**config.mk**
```make
export PLATFORM = sky130hd
export DESIGN_NAME = sfd_div
export DESIGN_NICKNAME = d
export VERILOG_FILES = /design/src/rtl/sfd_pkg.sv /design/src/rtl/sfd_div.sv
export SDC_FILE = /design/constraint.sdc
export NUM_CORES = 1
export LEC_CHECK = 0
export ABC_AREA = 0
export CAP_MARGIN = 15
export CELL_PAD_IN_SITES_DETAIL_PLACEMENT = 0
export CELL_PAD_IN_SITES_GLOBAL_PLACEMENT = 1
export CORE_UTILIZATION = 52
export CTS_CLUSTER_DIAMETER = 120
export DETAILED_ROUTE_END_ITERATION = 10
export DONT_BUFFER_PORTS = 1
export PLACE_DENSITY = 0.91
export RECOVER_POWER = 25
export SLEW_MARGIN = 0
export SYNTH_ARGS = -nofsm -noshare
export SYNTH_HDL_FRONTEND = slang
export SYNTH_SLANG_ARGS = --single-unit
```
**constraint.sdc**
```tcl
create_clock -name clk_i -period 6.72 [get_ports clk_i]
set_input_delay 1.344 -clock clk_i [delete_from_list [all_inputs] [get_ports clk_i]]
set_output_delay 1.344 -clock clk_i [all_outputs]
set_load 0.005 [all_outputs]
```
**src/rtl/sfd_pkg.sv**
```systemverilog
// Shared constants, types and helper functions of the stereo feedback delay unit
package sfd_pkg;

  localparam int unsigned LINE_DEPTH    = 65536;
  localparam int unsigned SAMPLE_BITS   = 24;
  localparam int unsigned FRAC_BITS     = 8;
  localparam int unsigned IDX_BITS      = $clog2(LINE_DEPTH);
  localparam int unsigned ADDR_BITS     = IDX_BITS + 1;
  localparam int unsigned DELAY_BITS    = 24;
  localparam int unsigned OFFSET_BITS   = 24;
  localparam int unsigned FB_BITS       = 16;
  localparam int unsigned GAIN_BITS     = 17;
  localparam int unsigned RAMP_BITS     = 16;
  localparam int unsigned STEP_BITS     = 25;
  localparam int unsigned TSUM_BITS     = 26;
  localparam int unsigned CFG_DATA_BITS = 24;
  localparam int unsigned CFG_IDX_BITS  = 3;
  localparam int unsigned MUL_A_BITS    = 25;
  localparam int unsigned MUL_B_BITS    = 18;
  localparam int unsigned PROD_BITS     = MUL_A_BITS + MUL_B_BITS;
  localparam int unsigned SUM_BITS      = SAMPLE_BITS + 3;
  localparam int unsigned GAIN_SHIFT    = 16;

  localparam logic [DELAY_BITS-1:0] DELAY_LO = DELAY_BITS'(1 << FRAC_BITS);
  localparam logic [DELAY_BITS-1:0] DELAY_HI = DELAY_BITS'((LINE_DEPTH - 2) << FRAC_BITS);
  localparam logic [GAIN_BITS-1:0]  FB_MAX   = GAIN_BITS'(64880);
  localparam logic [GAIN_BITS-1:0]  WET_MAX  = GAIN_BITS'(65536);

  localparam logic [DELAY_BITS-1:0]  RST_CENTER = DELAY_BITS'(8601600);
  localparam logic [OFFSET_BITS-1:0] RST_OFFSET = '0;
  localparam logic [FB_BITS-1:0]     RST_FB     = FB_BITS'(13107);
  localparam logic [GAIN_BITS-1:0]   RST_WET    = GAIN_BITS'(32768);
  localparam logic [RAMP_BITS-1:0]   RST_RAMP   = RAMP_BITS'(2400);

  // Register indexes of the configuration port
  localparam logic [CFG_IDX_BITS-1:0] REG_CENTER   = 3'd0;
  localparam logic [CFG_IDX_BITS-1:0] REG_OFFSET   = 3'd1;
  localparam logic [CFG_IDX_BITS-1:0] REG_FEEDBACK = 3'd2;
  localparam logic [CFG_IDX_BITS-1:0] REG_WET      = 3'd3;
  localparam logic [CFG_IDX_BITS-1:0] REG_RAMP     = 3'd4;

  // Divider handshake status
  typedef struct packed {
    logic busy;
    logic done;
  } div_stat_t;

  // Saturate a widened sum to the signed sample range
  function automatic logic signed [SAMPLE_BITS-1:0] sat_sample(
    input logic signed [SUM_BITS-1:0] v
  );
    logic signed [SUM_BITS-1:0] hi;
    logic signed [SUM_BITS-1:0] lo;
    hi = SUM_BITS'((1 << (SAMPLE_BITS - 1)) - 1);
    lo = -hi - SUM_BITS'(1);
    if (v > hi) begin
      return hi[SAMPLE_BITS-1:0];
    end else if (v < lo) begin
      return lo[SAMPLE_BITS-1:0];
    end
    return v[SAMPLE_BITS-1:0];
  endfunction

  // Clamp a delay sum to the readable span of the line
  function automatic logic [DELAY_BITS-1:0] clamp_delay(
    input logic signed [TSUM_BITS-1:0] v
  );
    if (v < $signed({2'b00, DELAY_LO})) begin
      return DELAY_LO;
    end else if (v > $signed({2'b00, DELAY_HI})) begin
      return DELAY_HI;
    end
    return v[DELAY_BITS-1:0];
  endfunction

endpackage

```
**src/rtl/sfd_div.sv**
```systemverilog
// Bit-serial signed-by-unsigned divider, truncating toward zero
module sfd_div (
  input  logic                                  clk_i,
  input  logic                                  rst_ni,
  input  logic                                  start_i,
  input  logic signed [sfd_pkg::STEP_BITS-1:0]  num_i,
  input  logic [sfd_pkg::RAMP_BITS-1:0]         den_i,
  output logic signed [sfd_pkg::STEP_BITS-1:0]  quot_o,
  output sfd_pkg::div_stat_t                    stat_o
);

  localparam int unsigned MAG_BITS = sfd_pkg::STEP_BITS - 1;
  localparam int unsigned CNT_BITS = $clog2(MAG_BITS + 1);

  logic [MAG_BITS-1:0]           quo_q;
  logic [sfd_pkg::RAMP_BITS-1:0] rem_q;
  logic [sfd_pkg::RAMP_BITS-1:0] den_q;
  logic [CNT_BITS-1:0]           cnt_q;
  logic                          neg_q;
  logic                          busy_q;
  logic                          done_q;
  logic [sfd_pkg::RAMP_BITS:0]   shifted;
  logic [sfd_pkg::RAMP_BITS:0]   trial;
  logic [sfd_pkg::STEP_BITS-1:0] mag;

  // Magnitude of the numerator
  assign mag = num_i[sfd_pkg::STEP_BITS-1] ? -num_i : num_i;

  // One restoring step
  assign shifted = {rem_q, quo_q[MAG_BITS-1]};
  assign trial   = shifted - {1'b0, den_q};

  always_ff @(posedge clk_i or negedge rst_ni) begin
    if (!rst_ni) begin
      quo_q  <= '0;
      rem_q  <= '0;
      den_q  <= '0;
      cnt_q  <= '0;
      neg_q  <= 1'b0;
      busy_q <= 1'b0;
      done_q <= 1'b0;
    end else begin
      done_q <= 1'b0;
      if (start_i) begin
        quo_q  <= mag[MAG_BITS-1:0];
        rem_q  <= '0;
        den_q  <= den_i;
        neg_q  <= num_i[sfd_pkg::STEP_BITS-1];
        cnt_q  <= CNT_BITS'(MAG_BITS);
        busy_q <= 1'b1;
      end else if (busy_q) begin
        // Shift in one numerator bit, keep the remainder if it fits
        if (!trial[sfd_pkg::RAMP_BITS]) begin
          rem_q <= trial[sfd_pkg::RAMP_BITS-1:0];
          quo_q <= {quo_q[MAG_BITS-2:0], 1'b1};
        end else begin
          rem_q <= shifted[sfd_pkg::RAMP_BITS-1:0];
          quo_q <= {quo_q[MAG_BITS-2:0], 1'b0};
        end
        cnt_q <= cnt_q - CNT_BITS'(1);
        if (cnt_q == CNT_BITS'(1)) begin
          busy_q <= 1'b0;
          done_q <= 1'b1;
        end
      end
    end
  end

  assign quot_o      = neg_q ? -$signed({1'b0, quo_q}) : $signed({1'b0, quo_q});
  assign stat_o.busy = busy_q;
  assign stat_o.done = done_q;

endmodule

```
After elaboration in Yosys (flattened, before gate mapping) --
Index checks and enable logic that the tools add are counted.
Operators by class: add/sub/neg operators 4, equal/unequal tests 1, multiplexer cells 16, reduce and logical (&&, ||, !) cells 1
Operators by type and width (number):
- 24-bit 2-to-1 mux | 3
- 16-bit 2-to-1 mux | 3
- 25-bit 2-to-1 mux | 1
- 24-bit negation with 25-bit output | 1
- 24-bit negation | 1
- 17-bit by 16-bit subtractor with 17-bit output | 1
- 5-bit 2-to-1 mux | 2
- 1-bit 2-to-1 mux | 7
- 5-bit by 1-bit == test with 1-bit output, second input constant | 1
- 5-bit by 1-bit subtractor with 5-bit output, second input constant | 1
- 2-bit nonzero test | 1
Word-level totals: register bits after elaboration 64, word-level logic and storage cells 29

Logic depth before layout (Yosys ltp) --
Gate-level depths: netlist of the first run.
depth in word-level cells 4, mapped depth 11

Least setup slack after synthesis of the first run --
No wires, ideal clock.
path kind register to output, start register quo_q[9], end output port quot_o[19] (netlist bit), arrival 2.010 ns, required time 5.376 ns, setup slack 3.366 ns, stages on the path, launching flop included 7, buffers on the path 0, cell sequence dfrtp_1 > or3_4 > or3_4 > or3_4 > nand2b_4 > o41ai_4 > xnor2_1
On the way: word-level cells in the longest chain between the ends 2
RTL lines:
- from (decl) | RTL line sfd_div.sv:15 | logic [MAG_BITS-1:0] quo_q;
- from (signal assigned) | RTL line sfd_div.sv:45 | quo_q <= mag[MAG_BITS-1:0];
- from (signal assigned) | RTL line sfd_div.sv:55 | quo_q <= {quo_q[MAG_BITS-2:0], 1'b1};
- from (signal assigned) | RTL line sfd_div.sv:58 | quo_q <= {quo_q[MAG_BITS-2:0], 1'b0};
- 24-bit negation with 25-bit output | RTL line sfd_div.sv:69 | assign quot_o = neg_q ? -$signed({1'b0, quo_q}) : $signed({1'b0, quo_q});
- 25-bit 2-to-1 mux | RTL line sfd_div.sv:69
- to (decl) | RTL line sfd_div.sv:8 | output logic signed [sfd_pkg::STEP_BITS-1:0] quot_o,
No other way between the ends.

Final worst setup path of the first run --
start register quo_q[8], end output port quot_o[21] (netlist bit)
The elaborated chain is that of the path after synthesis.

==> results of run 1 <==
[power breakdown]
group	switching (uW)	leakage, uW	internal (uW)
clock	149	0.0000834	143
sequential	83.1	0.000784	463
combinational	445	0.00126	347
[registers in the layout, indices dropped and copies added, names as in the netlist]
signal and flops:
cnt_q 5, den_q 16, quo_q 24, rem_q 16, done_q 1, busy_q 1, neg_q 1
[cell usage after synthesis, types with 2 or more instances]
cell type,instances
a211o_1,2
a211oi_1,12
a211oi_2,2
a21o_1,4
a21oi_1,34
a311oi_1,13
a31oi_1,2
a41oi_1,3
and2_1,5
buf_1,6
buf_2,2
buf_4,3
clkbuf_1,19
dfrtp_1,64
ha_1,20
inv_1,29
mux2_2,2
mux2i_1,12
nand2_1,62
nand2b_1,7
nand3_1,15
nand4_1,4
nor2_1,31
nor2b_1,13
nor3_1,10
nor4_1,3
o2111ai_1,2
o211a_1,4
o211ai_1,3
o211ai_2,2
o21a_1,3
o21ai_0,64
o21ai_1,2
o31ai_1,7
o41ai_1,4
or3_1,4
or3_4,3
or4_1,6
xnor2_1,40
xor2_1,16
[path summary, 6_finish.rpt]
path | end | slack [ps]
worst min-delay path | den_q[11] | 540
min in group asynchronous | den_q[6] | 700
worst min register to register | den_q[11] | 540
max in group asynchronous | rem_q[12] | 5890
worst max register to register | rem_q[15] | 3480
worst max-delay path | quot_o[21] | 2940
[placed cells by master, fill, tap and decap left out, types with 4 or more instances in the layout]
cell and count:
a211oi_1 12, a21o_1 4, a21oi_1 34, a311oi_1 13
and2_1 5, clkbuf_8 10, dfrtp_1 63, ha_1 20
inv_1 29, mux2i_1 12, nand2_1 62, nand2b_1 7
nand3_1 15, nand4_1 4, nor2_1 31, nor2b_1 13
nor3_1 10, o211a_1 4, o21ai_0 64, o31ai_1 7
o41ai_1 4, or3_1 4, or4_1 6, xnor2_1 40
xor2_1 16
[kinds of logic (layout without fill, tap and decap cells)]
group                    count (synthesis)  count (layout)  synth area share [%]
flip-flops                              64              64                  33.6
buffers and inverters                   61              49                  5.25
AO/OA/AOI/OAI                          176             176                  24.7
XOR/XNOR                                56              56                  10.3
multiplexers                            14              14                  2.99
adder cells (fa/ha/maj)                 21              21                  5.67
AND/OR/NAND/NOR                        169             169                  17.5
[layout make-up]
type	count	area [sq um]	area share, %
Sequential cell	64	1600	32.4
Timing Repair Buffer	3	22.5	0.455
Inverter	30	113	2.27
Clock buffer	13	149	3.01
Multi-Input combinational cell	436	2910	58.8
Tap cell	108	135	2.73
Clock inverter	3	17.5	0.354
[per-layer routing]
| metal | vias up | global-route usage (%) | part of all wire, % |
|---|---|---|---|
| met5 | - | 0 | 0 |
| li1 | 1974 | - | - |
| met3 | 15 | 4.29 | 4.2 |
| met4 | 0 | 7.34 | 1.6 |
| met1 | 1859 | 33.8 | 48 |
| met2 | 80 | 37.0 | 46 |
[worst max-delay path, delay by kind of cell (launching register included)]
family | cells | cell delay (ps)
compound gates | 1 | 240
flops | 1 | 430
simple gates | 4 | 1260
xor+xnor | 1 | 170
[metrics by stage]
stage / power [uW] / std cells / setup WS [ps]
after floorplan: 1190 / 561 / 3370
after global placement: 1310 / 640 / 3320
after detailed placement: 1330 / 640 / 3290
after CTS: 1630 / 656 / 2930
after global routing: 1770 / 657 / 2790
final: 1630 / 657 / 2940
==> metrics.md, run 1 <==
| Metric | Value |
|---|---|
| Clk_lat worst skew | 330 ps |
| Final core occ | 56.3% |
| Synth Register Bits | 64 |
| Post-synth EDFFs | 0 |
| Area growth, synth to finish | 3.94% |
| Synth top area share | 33.6% |
| CTS Hold Bufs | 0 |
| Worst Min Path Start | den_q[11] |
| ANT cells | 0 |
| Via count | 3928 |
| DP HPWL | 7510 um |
| Pwr per Cell Area | 329 mW/mm^2 |
| Clock slew at reported path FFs | 70 ps |
| Crit path largest cell delay | 430 ps |
| Final Cycle Share | 56.2% |
| Clk_skew | 13.1 ps |
| Relative slew slack | 44.3% |
| Cell area after synthesis | 0.00477 sq mm |
| H-tree levels | 3 |
| DR iter-0 viols | 198 |
| Row Count | 34 |
| Fin crit period | 3780 ps |
| Placed inst area | 0.00478 sq mm |
| Hold depth | 2 |
| Setup Fix Bufs, Post-CTS | 0 |
| IO Pins | 71 |
| Fillers | 778 |
| RR Startpoint | quo_q[23] |
| CTS-repair resized insts | 0 |
| Final hold violation count | 0 |
| Worst-Margin Slew | 836 ps |
| Pin count of the biggest net entering global routing | 98 |
| Routed WL per cell | 16.2 um |
| Die footprint | 0.00955 sq mm |
| Via-to-Cell Ratio | 5.98 |
| Maxcap violations | 0 |
| Core Region | 0.00881 sq mm |
| Syn nets | 626 |
| Setup crit end kind | output port |
| Final non-filler cell area | 0.00495 sq mm |
| Most frequent CP cell | or3_4 |
| Synth async-reset ratio | 100% |
| Crit path DAT | 2440 ps |
| CTS tree | done |
| Final setup vio count | 0 |
| Status | finished with violations |
| GRT overflow | 0 |
| Final-report max-slew violation count | 0 |
| Pleak | 0.00213 uW |
| Peak supply drop | 0.000174 V |
| Critical-path top delay cell | dfrtp_1 |
| Starting density of the core | 54.1% |
| Top post-synthesis cells by area | dfrtp_1 (34%), xnor2_1 (7.4%), o21ai_0 (6.7%) |
| Clock buffer depth | 2 |
| WL final | 10600 um |
| Remaining DRCs | 8 |
| Library cells used by synthesis | 62 |
| RSZ-0062 raised after global routing | false |
| # port buffers | 0 |
| Clock tree sinks | 64 |
| DRT antenna net count | 0 |
| Critical Path RT | 5380 ps |
| Fmax | 0.265 GHz |
| Syn Area/Cell | 8.50 sq um |
| Hold Worst Slack | 535 ps |
| Critical Path Fanout Max | 5 |
| Cells after Synth | 561 |
| Final Wtd Congestion | 0.826 |
| R2r worst-path depth | 10 |
| Worst setup path startpoint | quo_q[8] |
| Failing checks | design-rule violations |
| Chip Height | 97.7 um |
| # nets final | 609 |
| Ys Warns | 0 |
| CP Cell Sequence | or3_4 -> or3_4 -> or3_4 -> nand2b_4 -> o31ai_4 -> xnor2_1 |
| Share of cells above drive strength 1 | 6.01% |
| First-pass GRT wire length | 18500 um |
| Vias in the first global route | 3841 |
| Register area share after synthesis | 33.6% |
| Setup Crit Path Kind | flop to output port |
| Dominant synthesized flop cell | dfrtp_1 |
| CTS buffer count | 9 |
| Initial DRT Pass Iterations | 8 |
| Yosys top cell by area | dfrtp_1 |
| Worst min path class | flop to flop |
| Setup TNS | 0 ps |
| Root Driver | clkbuf_8 |
| Worst setup SP type | flop |
| Initial antenna violation count | 0 |
| Die Wd | 97.7 um |
| Gr usage total | 23.8% |
No activity file was read; power rests on OpenSTA's default activity.
==> run 2: changes to the inputs <==
--- a/config.mk
+++ b/config.mk
@@ -9,11 +9,11 @@
 export CAP_MARGIN = 15
 export CELL_PAD_IN_SITES_DETAIL_PLACEMENT = 0
 export CELL_PAD_IN_SITES_GLOBAL_PLACEMENT = 1
-export CORE_UTILIZATION = 52
+export CORE_UTILIZATION = 49
 export CTS_CLUSTER_DIAMETER = 120
 export DETAILED_ROUTE_END_ITERATION = 10
 export DONT_BUFFER_PORTS = 1
-export PLACE_DENSITY = 0.91
+export PLACE_DENSITY = 0.86
 export RECOVER_POWER = 25
 export SLEW_MARGIN = 0
 export SYNTH_ARGS = -nofsm -noshare
==> constraint.sdc (replaced) <==
create_clock -name clk_i -period 3.9 [get_ports clk_i]
set_input_delay 0.78 -clock clk_i [delete_from_list [all_inputs] [get_ports clk_i]]
set_output_delay 0.78 -clock clk_i [all_outputs]
set_load 0.005 [all_outputs]
==> metrics.md, run 2 (synthesis gave the netlist of run 1 again) <==
| Metric | Value |
|---|---|
| WL final | 11000 um (+3.7%) |
| Setup Crit Path Kind | flop to output port |
| Root Driver | clkbuf_8 |
| Die footprint | 0.0101 sq mm (+6.0%) |
| H-tree levels | 3 (unchanged) |
| Routed WL per cell | 16.3 um (+0.47%) |
| ANT cells | 0 (unchanged) |
| CP Cell Sequence | or3_4 -> or3_4 -> or3_4 -> nand2b_4 -> o41ai_4 -> xnor2_1 |
| GRT overflow | 0 (unchanged) |
| Final Cycle Share | 83.3% |
| Die Wd | 101 um (+3.0%) |
| Initial DRT Pass Iterations | 5 (-3) |
| Maxcap violations | 0 (unchanged) |
| CTS-repair resized insts | 0 (unchanged) |
| Remaining DRCs | 0 (-8) |
| DRT antenna net count | 0 (unchanged) |
| Pwr per Cell Area | 578 mW/mm^2 (+75%) |
| IO Pins | 71 (unchanged) |
| Final setup vio count | 0 (unchanged) |
| Most frequent cells in the layout | o21ai_0 (64), dfrtp_1 (63), nand2_1 (62) |
| Share of cells above drive strength 1 | 6.56% (+0.55 points) |
| Crit path DAT | 2470 ps (+30 ps) |
| First-pass GRT wire length | 18200 um (-1.5%) |
| # nets final | 609 (unchanged) |
| Critical Path RT | 3120 ps (-2260 ps) |
| Status | finished, final reports clean |
| Final hold violation count | 0 (unchanged) |
| Gr usage total | 22.7% (-1.1 points) |
| Critical Path Fanout Max | 4 (-1) |
| Pleak | 0.00215 uW (+0.67%) |
| Final-report max-slew violation count | 0 (unchanged) |
| Pin count of the biggest net entering global routing | 98 (unchanged) |
| DP HPWL | 7780 um (+3.6%) |
| Routed length on met2 | 5050 um (+3.3%) |
| Worst slack, placed | 734 ps (-2560 ps) |
| Chip Height | 101 um (+3.0%) |
| Clock buffer depth | 2 (unchanged) |
| Worst setup SP type | flop |
| Met1 WL | 5400 um (+5.1%) |
| Peak supply drop | 0.000316 V (+82%) |
| Top reg by flops | quo_q |
| Clock tree sinks | 64 (unchanged) |
| RSZ-0062 raised after global routing | false |
| Crit path largest cell delay | 420 ps (about the same) |
| Via count | 3992 (+1.6%) |
| Fin crit period | 3250 ps |
| Most frequent CP cell | or3_4 |
| Starting density of the core | 51.1% (-3.0 points) |
| CTS tree | done |
| CTS Hold Bufs | 0 (unchanged) |
| Area growth, synth to finish | 5.30% |
| Via-to-Cell Ratio | 5.89 (-1.5%) |
| Setup Fix Bufs, Post-CTS | 0 (unchanged) |
| Clk_lat worst skew | 350 ps (+20 ps) |
| Vias in the first global route | 3694 (-3.8%) |
| R2r worst-path depth | 10 (unchanged) |
| Most common cell after layout, fill and taps aside | o21ai_0 |
| Setup crit end kind | output port |
| Max reg flops | 24 (unchanged) |
| Worst min path class | primary input to asynchronous set/reset pin |
| Clk_skew | 10.4 ps (-2.74 ps) |
| Critical-path top delay cell | dfrtp_1 |
| Final Wtd Congestion | 0.861 (+4.3%) |
| Row Count | 35 (+2.9%) |
| Worst-Margin Slew | 1050 ps (+214 ps) |
| Relative slew slack | 29.7% (-15 points) |
| # port buffers | 0 (unchanged) |
| CTS buffer count | 9 (unchanged) |
| Core Region | 0.00933 sq mm (+5.9%) |
| Setup TNS | 0 ps (unchanged) |
| Final worst slack | 653 ps (-2290 ps) |
| DR iter-0 viols | 225 (+14%) |
| Fmax | 0.308 GHz |
| WL met3 | 487 um (+8.2%) |
| Largest registers | quo_q (24), den_q (16), rem_q (16) |
| Top Layer Used | met4 |
| Clock slew at reported path FFs | 80 ps (about the same) |
| Initial antenna violation count | 0 (unchanged) |
-- run 2: path summary, 6_finish.rpt --
kind                            startpoint    endpoint  slack [ps]
worst max register to register   quo_q[23]   rem_q[15]         710
min in group clk_i                 start_i    cnt_q[2]         490
worst min register to register    den_q[0]    den_q[0]         510
worst max-delay path              quo_q[9]  quot_o[19]         650
worst min-delay path                rst_ni    den_q[1]         120
max in group asynchronous           rst_ni    den_q[8]        3640
-- run 2: worst max-delay path: cells and delay by family (launching register included) --
family	cells	cell delay [ps]
simple gates	4	1290
flops	1	420
compound gates	1	230
xor+xnor	1	180
-- run 2: cell type report --
class / count / area [sq um]
sequential: 64 / 1600
clock inverter: 6 / 67.6
inverter: 30 / 113
timing repair buffer: 3 / 22.5
multi-input combinational: 436 / 2910
clock buffer: 10 / 138
tap: 129 / 161
fill: 886 / 4310
-- run 2: power by group --
| group | leakage [uW] | internal [uW] | switching (uW) |
|---|---|---|---|
| Clock | 0.0000989 | 315 | 282 |
| Sequential | 0.000784 | 798 | 154 |
| Combinational | 0.00126 | 589 | 762 |
-- run 2: metal layers --
layer / up-vias / global-route usage (%)
met2: 94 / 34.2
met5: - / 0
met4: 0 / 5.24
met1: 1906 / 33.4
li1: 1982 / -
met3: 10 / 4.58
-- run 2: metrics by stage --
stage	power [uW]	hold WS, ps	util [%]	std cells	instance area, sq um
after floorplan	2050	481	-	561	4770
after global placement	2270	487	51.6	662	4810
after detailed placement	2300	486	51.6	662	4810
after CTS	2910	105	53.8	678	5020
after global routing	3140	88.6	53.8	678	5020
final	2900	118	53.8	678	5020
==> run 3: changes to the inputs <==
==> constraint.sdc (replaced) <==
create_clock -name clk_i -period 3.2 [get_ports clk_i]
set_input_delay 0.64 -clock clk_i [delete_from_list [all_inputs] [get_ports clk_i]]
set_output_delay 0.64 -clock clk_i [all_outputs]
set_load 0.005 [all_outputs]
==> metrics.md, run 3 (synthesis gave the netlist of run 1 again) <==
| Metric | Value |
|---|---|
| Initial antenna violation count | 0 (unchanged) |
| Worst min path class | primary input to flop |
| Maxcap violations | 1 (+1) |
| Vias in the first global route | 3816 (+3.3%) |
| Clk_lat worst skew | 340 ps (about the same) |
| Final-report max-slew violation count | 65 (+65) |
| Worst Path Buf+Inv | 0 (unchanged) |
| Setup Crit Path Kind | flop to output port |
| CTS tree | done |
| Die footprint | 0.0101 sq mm (unchanged) |
| Core Region | 0.00933 sq mm (unchanged) |
| Setup crit end kind | output port |
| # nets final | 618 (+1.5%) |
| IO Pins | 71 (unchanged) |
| Pwr per Cell Area | 691 mW/mm^2 (+20%) |
| Max reg flops | 24 (unchanged) |
| DP HPWL | 8080 um (+3.9%) |
| RR Startpoint | quo_q[23] |
| Die Wd | 101 um (unchanged) |
| Top reg by flops | quo_q |
| Total power | 3510 uW (+21%) |
| Area growth, synth to finish | 6.67% |
| Gr usage total | 23.0% (+0.34 points) |
| Critical Path RT | 2560 ps (-560 ps) |
| Placed inst area | 0.00484 sq mm (+0.47%) |
| Worst Min Path Start | start_i |
| Fin crit period | 3110 ps |
| Initial DRT Pass Iterations | 4 (-1) |
| Met1 WL | 5240 um (-3.0%) |
| DRT antenna net count | 0 (unchanged) |
| Most common cell after layout, fill and taps aside | o21ai_0 |
| Root Driver | clkbuf_8 |
| Crit path largest cell delay | 420 ps (about the same) |
| Starting density of the core | 51.1% (unchanged) |
| # port buffers | 0 (unchanged) |
| WL met3 | 475 um (-2.5%) |
| Chip Height | 101 um (unchanged) |
| Via count | 3993 (+0.025%) |
| Crit path DAT | 2470 ps (about the same) |
| H-tree levels | 3 (unchanged) |
| Critical Path Fanout Max | 4 (unchanged) |
| Final setup vio count | 0 (unchanged) |
| Worst setup SP type | flop |
| Largest registers | quo_q (24), den_q (16), rem_q (16) |
| Worst slack, placed | 146 ps (-589 ps) |
| Final hold violation count | 0 (unchanged) |
| Via-to-Cell Ratio | 5.81 (-1.3%) |
| Final Cycle Share | 97.1% |
| Clock tree sinks | 64 (unchanged) |
| Clk_skew | 8.45 ps (-1.93 ps) |
| Routed length on met2 | 5300 um (+5.1%) |
| First-pass GRT wire length | 18600 um (+2.1%) |
| Setup TNS | 0 ps (unchanged) |
| Top Layer Used | met4 |
| Status | finished with violations |
| CP Cell Sequence | or3_4 -> or3_4 -> or3_4 -> nand2b_4 -> o41ai_4 -> xnor2_1 |
| Row Count | 35 (unchanged) |
| Share of cells above drive strength 1 | 9.14% (+2.6 points) |
| Clock buffer depth | 2 (unchanged) |
| Crit path max-delay family | simple AND/OR/NAND/NOR gates |
| Final non-filler cell area | 0.00508 sq mm (+1.3%) |
| Pleak | 0.00219 uW (+2.0%) |
| Routed WL per cell | 16.2 um (-0.69%) |
| Worst setup path startpoint | quo_q[8] |
| Clock slew at reported path FFs | 70 ps (about the same) |
| Peak supply drop | 0.000366 V (+16%) |
| DR iter-0 viols | 159 (-29%) |
| Most frequent cells in the layout | o21ai_0 (64), nand2_1 (62), dfrtp_1 (62) |
| Relative slew slack | -5.01% (-35 points) |
| Fmax | 0.322 GHz |
| ANT cells | 0 (unchanged) |
| WL final | 11100 um (+0.63%) |
| Worst-Margin Slew | 1580 ps (+525 ps) |
| Most frequent CP cell | or3_4 |
| Failing checks | max-capacitance violations, max-slew violations |
| Hold Worst Slack | 365 ps (+247 ps) |
| Final Wtd Congestion | 0.829 (-3.7%) |
| CTS buffer count | 9 (unchanged) |
| Final worst slack | 91.3 ps (-561 ps) |
| Critical-path top delay cell | dfrtp_1 |
| Pin count of the biggest net entering global routing | 98 (unchanged) |
| GRT overflow | 0 (unchanged) |
| Remaining DRCs | 0 (unchanged) |
run 3: cell count changes in the layout (fill, tap and decap cells not counted), sizes merged:
| cell | change |
|---|---|
| buf | +8 |
| clkinv | +2 |
| bufinv | -1 |
| clkbuf | +1 |
| clkinvlp | -1 |
run 3: final timing paths:
| path | to | slack [ps] | cells past startpoint |
|---|---|---|---|
| hold / removal | cnt_q[2] | 370 | 1 |
| setup / recovery | quot_o[19] | 90 | 6 |
| hold reg to reg | cnt_q[4] | 530 | 2 |
| min in group asynchronous | den_q[0] | 690 | 1 |
| setup reg to reg | rem_q[7] | 210 | 10 |
| max in group asynchronous | quo_q[7] | 1460 | 1 |
run 3: stage by stage:
step / instances / utilization (%)
6_report: 687 / 54.5
5_1_grt: 687 / 54.5
4_1_cts: 682 / 54.1
3_5_place_dp: 665 / 51.8
3_3_place_gp: 665 / 51.8
2_1_floorplan: 561 / -
run 3: final cells by class:
class / count / area, sq um
Tap cell: 129 / 161
Clock buffer: 10 / 138
Fill cell: 890 / 4240
Clock inverter: 6 / 43.8
Multi-Input combinational cell: 436 / 2940
Sequential cell: 64 / 1600
Inverter: 30 / 113
Timing Repair Buffer: 12 / 87.6
run 3: layer usage:
metal,GRT usage [%],up-vias
met1,32.0,1900
met2,37.0,85
met5,0,-
met4,5.02,0
li1,-,2000
met3,4.92,8
run 3: what timing repair did:
item	4_1_cts	5_1_grt
endpoints found under the setup margin	0	17
endpoints found under the hold margin	64	0
hold buffers	1	0
buffers inserted	0	5
gates resized for setup	0	6
run 3: report_power, final:
group	switching (uW)	total, uW	internal, uW
Combinational	967	1720	749
Sequential	189	1160	973
Clock	331	635	305
Total	1490	3510	2030
